[src/hdl/i2cms_pkg.sv]
// Package for the I2C master bit sequencer: step encoding, opcodes, register
// indexes, reset values and the pin level record.
// No dependencies.
`default_nettype none

package i2cms_pkg;

  localparam int unsigned OpcodeWidth = 3;
  localparam int unsigned PhaseWidth  = 10;
  localparam int unsigned PollWidth   = 8;
  localparam int unsigned ByteWidth   = 8;
  localparam int unsigned BitIdxWidth = 4;
  localparam int unsigned CfgIdxWidth = 1;
  localparam int unsigned CfgWidth    = PhaseWidth;

  localparam logic [OpcodeWidth-1:0] OP_TICK  = 3'd0;
  localparam logic [OpcodeWidth-1:0] OP_START = 3'd1;
  localparam logic [OpcodeWidth-1:0] OP_STOP  = 3'd2;
  localparam logic [OpcodeWidth-1:0] OP_WRITE = 3'd3;
  localparam logic [OpcodeWidth-1:0] OP_READ  = 3'd4;

  localparam logic [CfgIdxWidth-1:0] CFG_PHASE_TICKS = 1'b0;
  localparam logic [CfgIdxWidth-1:0] CFG_ACK_TIMEOUT = 1'b1;

  localparam logic [PhaseWidth-1:0] PHASE_TICKS_RESET = 10'd5;
  localparam logic [PollWidth-1:0]  ACK_TIMEOUT_RESET = 8'd250;

  typedef enum logic [4:0] {
    S_IDLE    = 5'd0,
    S_ST_A    = 5'd1,
    S_ST_B    = 5'd2,
    S_SP_A    = 5'd3,
    S_SP_B    = 5'd4,
    S_SP_C    = 5'd5,
    S_FS_A    = 5'd6,
    S_FS_B    = 5'd7,
    S_FS_C    = 5'd8,
    S_WB_SET  = 5'd9,
    S_WB_HI   = 5'd10,
    S_WB_LO   = 5'd11,
    S_WA_REL  = 5'd12,
    S_WA_HI   = 5'd13,
    S_WA_POLL = 5'd14,
    S_WA_END  = 5'd15,
    S_RB_LO   = 5'd16,
    S_RB_HI   = 5'd17,
    S_RA_LO   = 5'd18,
    S_RA_HI   = 5'd19
  } step_t;

  typedef struct packed {
    logic drv;
    logic sda;
    logic scl;
  } pins_t;

  function automatic pins_t mk_pins(input logic scl, input logic sda, input logic drv);
    pins_t p;
    p.scl = scl;
    p.sda = sda;
    p.drv = drv;
    return p;
  endfunction

endpackage

`default_nettype wire

[src/hdl/i2c_master_bit_sequencer.sv]
// I2C master bit sequencer: steps SCL and SDA through start, stop, write-byte
// and read-byte sequences, one input beat per clock while the result stream
// is not stalled. Depends on i2cms_pkg. A result beat appears in the cycle
// after its input beat is accepted. The sequencer state and the result register
// both update in the cycle of acceptance, so nothing iterates per beat.
// Reset (rst, synchronous): idle, SCL and SDA high and driven, counters cleared,
// registers back to phase_ticks 5 and ack_timeout 250, no result pending.
`default_nettype none

module i2c_master_bit_sequencer (
  input  wire logic        clk,
  input  wire logic        rst,
  // configuration write port
  input  wire logic                                cfg_we,
  input  wire logic [i2cms_pkg::CfgIdxWidth-1:0]   cfg_index,
  input  wire logic [i2cms_pkg::CfgWidth-1:0]      cfg_data,
  // input stream
  input  wire logic        s_axis_tvalid,
  output logic             s_axis_tready,
  input  wire logic [15:0] s_axis_tdata,  // tx_byte[7:0], send_ack, sda_in, zero pad
  input  wire logic [2:0]  s_axis_tuser,  // opcode
  // result stream
  output logic             m_axis_tvalid,
  input  wire logic        m_axis_tready,
  output logic [15:0]      m_axis_tdata   // scl_out, sda_out, sda_drive, busy_res,
                                          // done_res, ack_failed, read_data[7:0],
                                          // rejected, zero pad
);

  // configuration registers
  logic [i2cms_pkg::PhaseWidth-1:0] phase_ticks;
  logic [i2cms_pkg::PollWidth-1:0]  ack_timeout;

  // sequencer state
  i2cms_pkg::step_t                  step, step_next;
  logic [i2cms_pkg::PhaseWidth-1:0]  tick_cnt, tick_cnt_next;
  logic [i2cms_pkg::BitIdxWidth-1:0] bit_idx, bit_idx_next;
  logic [i2cms_pkg::ByteWidth-1:0]   shift_reg, shift_reg_next;
  logic [i2cms_pkg::PollWidth-1:0]   poll_cnt, poll_cnt_next;
  logic                              ack_choice, ack_choice_next;
  i2cms_pkg::pins_t                  pins, pins_next;
  logic [i2cms_pkg::ByteWidth-1:0]   rx_byte, rx_byte_next;

  // result register
  logic done_next, fail_next, rej_next;
  logic res_done, res_fail, res_rej, res_busy;

  // input beat fields
  logic [i2cms_pkg::OpcodeWidth-1:0] opcode;
  logic [i2cms_pkg::ByteWidth-1:0]   tx_byte;
  logic                              send_ack;
  logic                              sda_in;
  logic                              in_acc;
  logic [i2cms_pkg::PhaseWidth-1:0]  tick_inc;

  assign opcode   = s_axis_tuser;
  assign tx_byte  = s_axis_tdata[7:0];
  assign send_ack = s_axis_tdata[8];
  assign sda_in   = s_axis_tdata[9];

  // The result register frees up in the same cycle that its beat is taken.
  assign s_axis_tready = !m_axis_tvalid || m_axis_tready;
  assign in_acc        = s_axis_tvalid && s_axis_tready;
  assign tick_inc      = tick_cnt + 10'd1;

  always_ff @(posedge clk) begin
    if (rst) begin
      phase_ticks <= i2cms_pkg::PHASE_TICKS_RESET;
      ack_timeout <= i2cms_pkg::ACK_TIMEOUT_RESET;
    end else if (cfg_we) begin
      unique case (cfg_index)
        i2cms_pkg::CFG_PHASE_TICKS: phase_ticks <= cfg_data;
        i2cms_pkg::CFG_ACK_TIMEOUT: ack_timeout <= cfg_data[i2cms_pkg::PollWidth-1:0];
        default: ;
      endcase
    end
  end

  always_ff @(posedge clk) begin
    if (rst) begin
      step       <= i2cms_pkg::S_IDLE;
      tick_cnt   <= '0;
      bit_idx    <= '0;
      shift_reg  <= '0;
      poll_cnt   <= '0;
      ack_choice <= 1'b0;
      pins       <= i2cms_pkg::mk_pins(1'b1, 1'b1, 1'b1);
      rx_byte    <= '0;
    end else if (in_acc) begin
      step       <= step_next;
      tick_cnt   <= tick_cnt_next;
      bit_idx    <= bit_idx_next;
      shift_reg  <= shift_reg_next;
      poll_cnt   <= poll_cnt_next;
      ack_choice <= ack_choice_next;
      pins       <= pins_next;
      rx_byte    <= rx_byte_next;
    end
  end

  always_ff @(posedge clk) begin
    if (rst) begin
      m_axis_tvalid <= 1'b0;
    end else if (in_acc) begin
      m_axis_tvalid <= 1'b1;
    end else if (m_axis_tready) begin
      m_axis_tvalid <= 1'b0;
    end
  end

  // Result payload: pins and read byte come straight from the state registers,
  // which only move on an accepted beat, so they hold while the result stalls.
  always_ff @(posedge clk) begin
    if (in_acc) begin
      res_done <= done_next;
      res_fail <= fail_next;
      res_rej  <= rej_next;
      res_busy <= (step_next != i2cms_pkg::S_IDLE);
    end
  end

  assign m_axis_tdata = {1'b0, res_rej, rx_byte, res_fail, res_done, res_busy,
                         pins.drv, pins.sda, pins.scl};

  always_comb begin
    step_next       = step;
    tick_cnt_next   = tick_cnt;
    bit_idx_next    = bit_idx;
    shift_reg_next  = shift_reg;
    poll_cnt_next   = poll_cnt;
    ack_choice_next = ack_choice;
    pins_next       = pins;
    rx_byte_next    = rx_byte;
    done_next       = 1'b0;
    fail_next       = 1'b0;
    rej_next        = 1'b0;

    if (opcode == i2cms_pkg::OP_START || opcode == i2cms_pkg::OP_STOP ||
        opcode == i2cms_pkg::OP_WRITE || opcode == i2cms_pkg::OP_READ) begin
      if (step != i2cms_pkg::S_IDLE) begin
        rej_next = 1'b1;
      end else begin
        tick_cnt_next = '0;
        unique case (opcode)
          i2cms_pkg::OP_START: begin
            step_next = i2cms_pkg::S_ST_A;
            pins_next = i2cms_pkg::mk_pins(1'b1, 1'b1, 1'b1);
          end
          i2cms_pkg::OP_STOP: begin
            step_next = i2cms_pkg::S_SP_A;
            pins_next = i2cms_pkg::mk_pins(1'b0, 1'b0, 1'b1);
          end
          i2cms_pkg::OP_WRITE: begin
            shift_reg_next = tx_byte;
            bit_idx_next   = '0;
            step_next      = i2cms_pkg::S_WB_SET;
            pins_next      = i2cms_pkg::mk_pins(1'b0, tx_byte[7], 1'b1);
          end
          default: begin
            shift_reg_next  = '0;
            bit_idx_next    = '0;
            ack_choice_next = send_ack;
            step_next       = i2cms_pkg::S_RB_LO;
            pins_next       = i2cms_pkg::mk_pins(1'b0, 1'b1, 1'b0);
          end
        endcase
      end
    end else if (opcode == i2cms_pkg::OP_TICK && step != i2cms_pkg::S_IDLE) begin
      if (step == i2cms_pkg::S_WA_POLL) begin
        // The acknowledge poll is timed by samples, not by phase ticks.
        if (!sda_in) begin
          step_next     = i2cms_pkg::S_WA_END;
          tick_cnt_next = '0;
          pins_next     = i2cms_pkg::mk_pins(1'b0, 1'b1, 1'b0);
        end else if (poll_cnt >= ack_timeout) begin
          step_next     = i2cms_pkg::S_FS_A;
          tick_cnt_next = '0;
          pins_next     = i2cms_pkg::mk_pins(1'b0, 1'b0, 1'b1);
        end else begin
          poll_cnt_next = poll_cnt + 8'd1;
        end
      end else if (tick_inc < phase_ticks) begin
        tick_cnt_next = tick_inc;
      end else begin
        tick_cnt_next = '0;
        unique case (step)
          i2cms_pkg::S_ST_A: begin
            step_next = i2cms_pkg::S_ST_B;
            pins_next = i2cms_pkg::mk_pins(1'b1, 1'b0, 1'b1);
          end
          i2cms_pkg::S_ST_B: begin
            pins_next.scl = 1'b0;
            step_next     = i2cms_pkg::S_IDLE;
            done_next     = 1'b1;
          end
          i2cms_pkg::S_SP_A: begin
            step_next = i2cms_pkg::S_SP_B;
            pins_next = i2cms_pkg::mk_pins(1'b1, 1'b0, 1'b1);
          end
          i2cms_pkg::S_SP_B: begin
            step_next = i2cms_pkg::S_SP_C;
            pins_next = i2cms_pkg::mk_pins(1'b1, 1'b1, 1'b1);
          end
          i2cms_pkg::S_SP_C: begin
            step_next = i2cms_pkg::S_IDLE;
            done_next = 1'b1;
          end
          i2cms_pkg::S_FS_A: begin
            step_next = i2cms_pkg::S_FS_B;
            pins_next = i2cms_pkg::mk_pins(1'b1, 1'b0, 1'b1);
          end
          i2cms_pkg::S_FS_B: begin
            step_next = i2cms_pkg::S_FS_C;
            pins_next = i2cms_pkg::mk_pins(1'b1, 1'b1, 1'b1);
          end
          i2cms_pkg::S_FS_C: begin
            step_next = i2cms_pkg::S_IDLE;
            done_next = 1'b1;
            fail_next = 1'b1;
          end
          i2cms_pkg::S_WB_SET: begin
            step_next     = i2cms_pkg::S_WB_HI;
            pins_next.scl = 1'b1;
          end
          i2cms_pkg::S_WB_HI: begin
            step_next     = i2cms_pkg::S_WB_LO;
            pins_next.scl = 1'b0;
          end
          i2cms_pkg::S_WB_LO: begin
            shift_reg_next = {shift_reg[6:0], 1'b0};
            bit_idx_next   = bit_idx + 4'd1;
            if (bit_idx_next[3]) begin
              step_next = i2cms_pkg::S_WA_REL;
              pins_next = i2cms_pkg::mk_pins(1'b0, 1'b1, 1'b0);
            end else begin
              step_next = i2cms_pkg::S_WB_SET;
              pins_next = i2cms_pkg::mk_pins(1'b0, shift_reg[6], 1'b1);
            end
          end
          i2cms_pkg::S_WA_REL: begin
            step_next = i2cms_pkg::S_WA_HI;
            pins_next = i2cms_pkg::mk_pins(1'b1, 1'b1, 1'b0);
          end
          i2cms_pkg::S_WA_HI: begin
            step_next     = i2cms_pkg::S_WA_POLL;
            poll_cnt_next = '0;
          end
          i2cms_pkg::S_WA_END: begin
            step_next = i2cms_pkg::S_IDLE;
            done_next = 1'b1;
          end
          i2cms_pkg::S_RB_LO: begin
            // SDA is sampled on the beat that raises SCL.
            step_next      = i2cms_pkg::S_RB_HI;
            pins_next      = i2cms_pkg::mk_pins(1'b1, 1'b1, 1'b0);
            shift_reg_next = {shift_reg[6:0], sda_in};
            bit_idx_next   = bit_idx + 4'd1;
          end
          i2cms_pkg::S_RB_HI: begin
            if (bit_idx[3]) begin
              rx_byte_next = shift_reg;
              step_next    = i2cms_pkg::S_RA_LO;
              pins_next    = i2cms_pkg::mk_pins(1'b0, !ack_choice, 1'b1);
            end else begin
              step_next = i2cms_pkg::S_RB_LO;
              pins_next = i2cms_pkg::mk_pins(1'b0, 1'b1, 1'b0);
            end
          end
          i2cms_pkg::S_RA_LO: begin
            step_next     = i2cms_pkg::S_RA_HI;
            pins_next.scl = 1'b1;
          end
          i2cms_pkg::S_RA_HI: begin
            pins_next.scl = 1'b0;
            step_next     = i2cms_pkg::S_IDLE;
            done_next     = 1'b1;
          end
          default: begin
            step_next = i2cms_pkg::S_IDLE;
          end
        endcase
      end
    end
  end

  // A failed acknowledge is only ever reported as part of a completion.
  assert property (@(posedge clk) disable iff (rst)
    (m_axis_tvalid && res_fail) |-> res_done)
    else $error("ack_failed without done");

  // Completion and rejection cannot come from the same beat.
  assert property (@(posedge clk) disable iff (rst)
    m_axis_tvalid |-> !(res_done && res_rej))
    else $error("done and rejected together");

  // SDA must be released for the whole acknowledge poll.
  assert property (@(posedge clk) disable iff (rst)
    (step == i2cms_pkg::S_WA_POLL) |-> !pins.drv)
    else $error("SDA driven during acknowledge poll");

  // A rejected command leaves the sequence step untouched.
  assert property (@(posedge clk) disable iff (rst)
    (in_acc && rej_next) |=> (step == $past(step)))
    else $error("rejected command changed the step");

endmodule

`default_nettype wire
[config.mk]
export PLATFORM = sky130hd
export DESIGN_NAME = i2c_master_bit_sequencer
export DESIGN_NICKNAME = d
export VERILOG_FILES = /design/src/hdl/i2cms_pkg.sv /design/src/hdl/i2c_master_bit_sequencer.sv
export SDC_FILE = /design/constraint.sdc
export NUM_CORES = 1
export LEC_CHECK = 0
export ABC_AREA = 1
export BUFFER_PORTS_ARGS = -buffer_cell sky130_fd_sc_hd__buf_2
export CORE_MARGIN = 5
export CORE_UTILIZATION = 50
export CTS_CLUSTER_SIZE = 10
export DETAILED_ROUTE_END_ITERATION = 10
export PLACE_DENSITY_LB_ADDON = 0.12
export SYNTH_ARGS = -nofsm -noshare
export SYNTH_HDL_FRONTEND = slang
export SYNTH_SLANG_ARGS = --single-unit
export TNS_END_PERCENT = 20
[constraint.sdc]
create_clock -name clk -period 6.24 [get_ports clk]
set_clock_uncertainty 0.2 [all_clocks]
set_input_delay 0.936 -clock clk [delete_from_list [all_inputs] [get_ports clk]]
set_output_delay 0.936 -clock clk [all_outputs]
set_load 0.005 [all_outputs]
==> flow_metrics.tcl <==
set metrics [dict create \
    gr-total-overflow 0 \
    insertion_delay_ps 350 \
    synth.distinct_cells 35 \
    path_clk_slew_ps 80 \
    ctsResizeCount 0 \
    crit_arrival_ps 3460 \
    path_buf_inv 1 \
    cts-htree-levels 3 \
    maxSlewHeadroom 0.258 \
    fin_ws_ps 2670 \
    total_leakage_power_uw 0.00228 \
    reg_top3 "phase_ticks (10), tick_cnt (10)" \
    outcome "completed" \
    place_ws_ps 2660 \
    synthFlopType "dfxtp_1" \
    synthTopCellsByArea "dfxtp_1, nand2_1, a21oi_1" \
    grt_pass1_vias 3961 \
    ios 53 \
    cts_buffer_depth 2 \
    path_class "reg -> reg" \
    ant_nets 0 \
    grt_max_degree 46 \
    slew_viol_final 0 \
    worst_ir_drop_vdd_mv 0.0989 \
    placed_cells 775 \
    ys_warn_count 0 \
    initial_core_util 0.507 \
    ys_ff_latch 70 \
    period_needed_ps 3570 \
    synth_top_cell_area_share 0.303 \
    syn_area_per_cell_sq_um 6.77 \
    drive_gt1_frac 0.147 \
    fin_nets 733 \
    num_antenna_cells 0 \
    vias 4220 \
    cellPowerDensity_nw_per_um2 206 \
    instances_no_fill 790 \
    root_buffer "clkbuf_8" \
    io_buffers 45 \
    cts_tree "done" \
    dpl_cell_area_sq_um 4580 \
    cp-end-kind "register" \
    ctsHoldBuffers 0 \
    async_reset_ff_frac 0 \
    cpLargestDelayFamily "simple AND/OR/NAND/NOR gates" \
    whs_ps 262 \
    rows 34 \
    grt_pass1_wl_mm 18.0 \
    fin_setup_tns_ps 0 \
    syn_nets 698 \
    fillCellCount 858 \
    die-area_sq_um 10700 \
    wl_mm 10.8 \
    die_y_um 103 \
    wl_per_cell_um 13.7 \
    numCtsBuffers 9 \
    synth_area_leader_cell "dfxtp_1" \
    syn_area_sq_um 4360 \
    stdcell_area_sq_um 4740 \
    ys_seq_area_frac 0.331 \
    seqCellArea_sq_um 1440 \
    drt_iter0_markers 207 \
    cpPeakStageDelay_ps 440 \
    multi_input_area_sq_um 2450 \
    cts_setup_buffers 0 \
    crit_chain "nand3_1 > nor2_1 > nand2_1 > nor2_1 > nand3_1 > xnor2_1 > ha_1 > nand2_1 > inv_1 > a21oi_1 > nand3_1 > o21ai_0 > nand3_1 > nand2_1 > nand2_1 > nor2_1 > nand2_1" \
    finalHoldViolations 0 \
    worstPathMaxFanout 11 \
    via_per_inst 5.34 \
    post-route-period-util 0.572 \
    fp.dieW_um 103 \
    cts_sinks 70 \
    area_growth_pct 8.82 \
    synth_edf_count 4 \
    core_sq_um 8590 \
    hold_path.class "reg -> reg" \
    required_ps 6140 \
    rsz0062_at_grt "no" \
    grt_usage 0.213 \
    syn_inst 643 \
    dr.pass1.iters 5 \
    drv_cap 0 \
    cp-start-kind "register" \
    setup_viol 0 \
    place_hpwl_mm 8.35 \
    gp_congestion 0.968 \
    worst_path_most_repeated_cell "nand2_1" \
    reg2reg_slack_ps 2670 \
    tightest_slew_ps 1110 \
    fmax_mhz 280 \
    route.detailed.drc 0 \
    worst_path_max_delay_cell "nand3_1" \
    antenna_found_initial 0 \
]
## cell families after synthesis
group	after synthesis	share of synthesized area
AOI/OAI and AO/OA	127	0.155
other	1	0.000861
and+or+nand+nor	303	0.321
xor gates and xnor gates	14	0.0282
DFF	70	0.331
adders and majority gates	20	0.0575
buffers and inverters	108	0.107
## cells in the mapped netlist (all sizes together), types with 4 or more instances
master,count
nand4,16
clkbuf,8
nand3,41
buf,13
inv,85
dfxtp,66
o211ai,9
nand2,164
nor3,4
xor2,9
xnor2,5
ha,20
o21ai,51
a21oi,62
edfxtp,4
nor2,77
## area by class of cell
type,count,share of cell area
Tap cell,108,0.0285
Clock inverter,5,0.00739
Inverter,87,0.0689
Clock buffer,10,0.0269
Timing Repair Buffer,45,0.0475
Sequential cell,70,0.304
Multi-Input combinational cell,465,0.517
## cell usage in the layout (no fill, tap or decap)
cell type / Yosys / routed
clkbuf_1: 8 / 1
nand3_4: 1 / 1
nor2_2: 4 / 4
buf_2: 0 / 45
clkinv_1: 2 / 2
nor4_1: 1 / 1
nand3_1: 38 / 38
a21oi_1: 60 / 60
nand2_2: 7 / 7
edfxtp_1: 4 / 4
o21ai_0: 36 / 36
a31oi_1: 1 / 1
o211ai_1: 9 / 9
conb_1: 1 / 1
nand4_1: 16 / 16
ha_1: 20 / 20
nor3_1: 3 / 3
nor2_1: 63 / 63
clkbuf_8: 0 / 9
nand2_4: 4 / 4
dfxtp_1: 66 / 66
inv_1: 75 / 75
nor2_4: 10 / 10
a22oi_1: 2 / 2
a21oi_2: 2 / 2
xor2_1: 9 / 9
inv_2: 10 / 10
clkinv_2: 0 / 1
nor3_2: 1 / 1
inv_4: 0 / 1
inv_6: 0 / 1
nand3_2: 2 / 2
o21ai_1: 15 / 15
xnor2_1: 5 / 5
clkinvlp_4: 0 / 2
a21o_1: 1 / 1
o22ai_1: 1 / 1
nand2_1: 153 / 153
## worst min-delay path: cells and delay by family (launching register included)
| family | cells | cell delay [ps] |
|---|---|---|
| compound gates | 1 | 60 |
| buf+inv | 1 | 60 |
| flops | 1 | 300 |
## path summary, 6_finish.rpt
kind,startpoint,to,cells after the start
worst min-delay path,phase_ticks[5],phase_ticks[5],2
worst max-delay path,tick_cnt[2],res_busy,17
worst max register to register,tick_cnt[2],res_busy,17
worst min register to register,phase_ticks[5],phase_ticks[5],2
## power breakdown
group          leakage (uW)  internal, uW  total (uW)  switching (uW)
clock             0.0000791           143         318             175
sequential         0.000577           470         483            13.7
combinational       0.00162          56.0         174             118
## per-stage QoR
| stage | utilization | power (uW) |
|---|---|---|
| 2_1_floorplan | - | 623 |
| 3_5_place_dp | 0.533 | 667 |
| 6_report | 0.552 | 976 |
| 5_1_grt | 0.552 | 1030 |
| 3_3_place_gp | 0.533 | 664 |
| 4_1_cts | 0.552 | 985 |
## metal layers
layer | share of wire | track usage | vias up | wire (um)
met5 | 0 | 0 | - | 0
met4 | 0.029 | 0.0857 | 0 | 311
met3 | 0.059 | 0.0503 | 29 | 641
met2 | 0.46 | 0.351 | 103 | 4940
met1 | 0.45 | 0.270 | 1930 | 4910
li1 | - | - | 2158 | -
(Power assumes the default switching activity.)
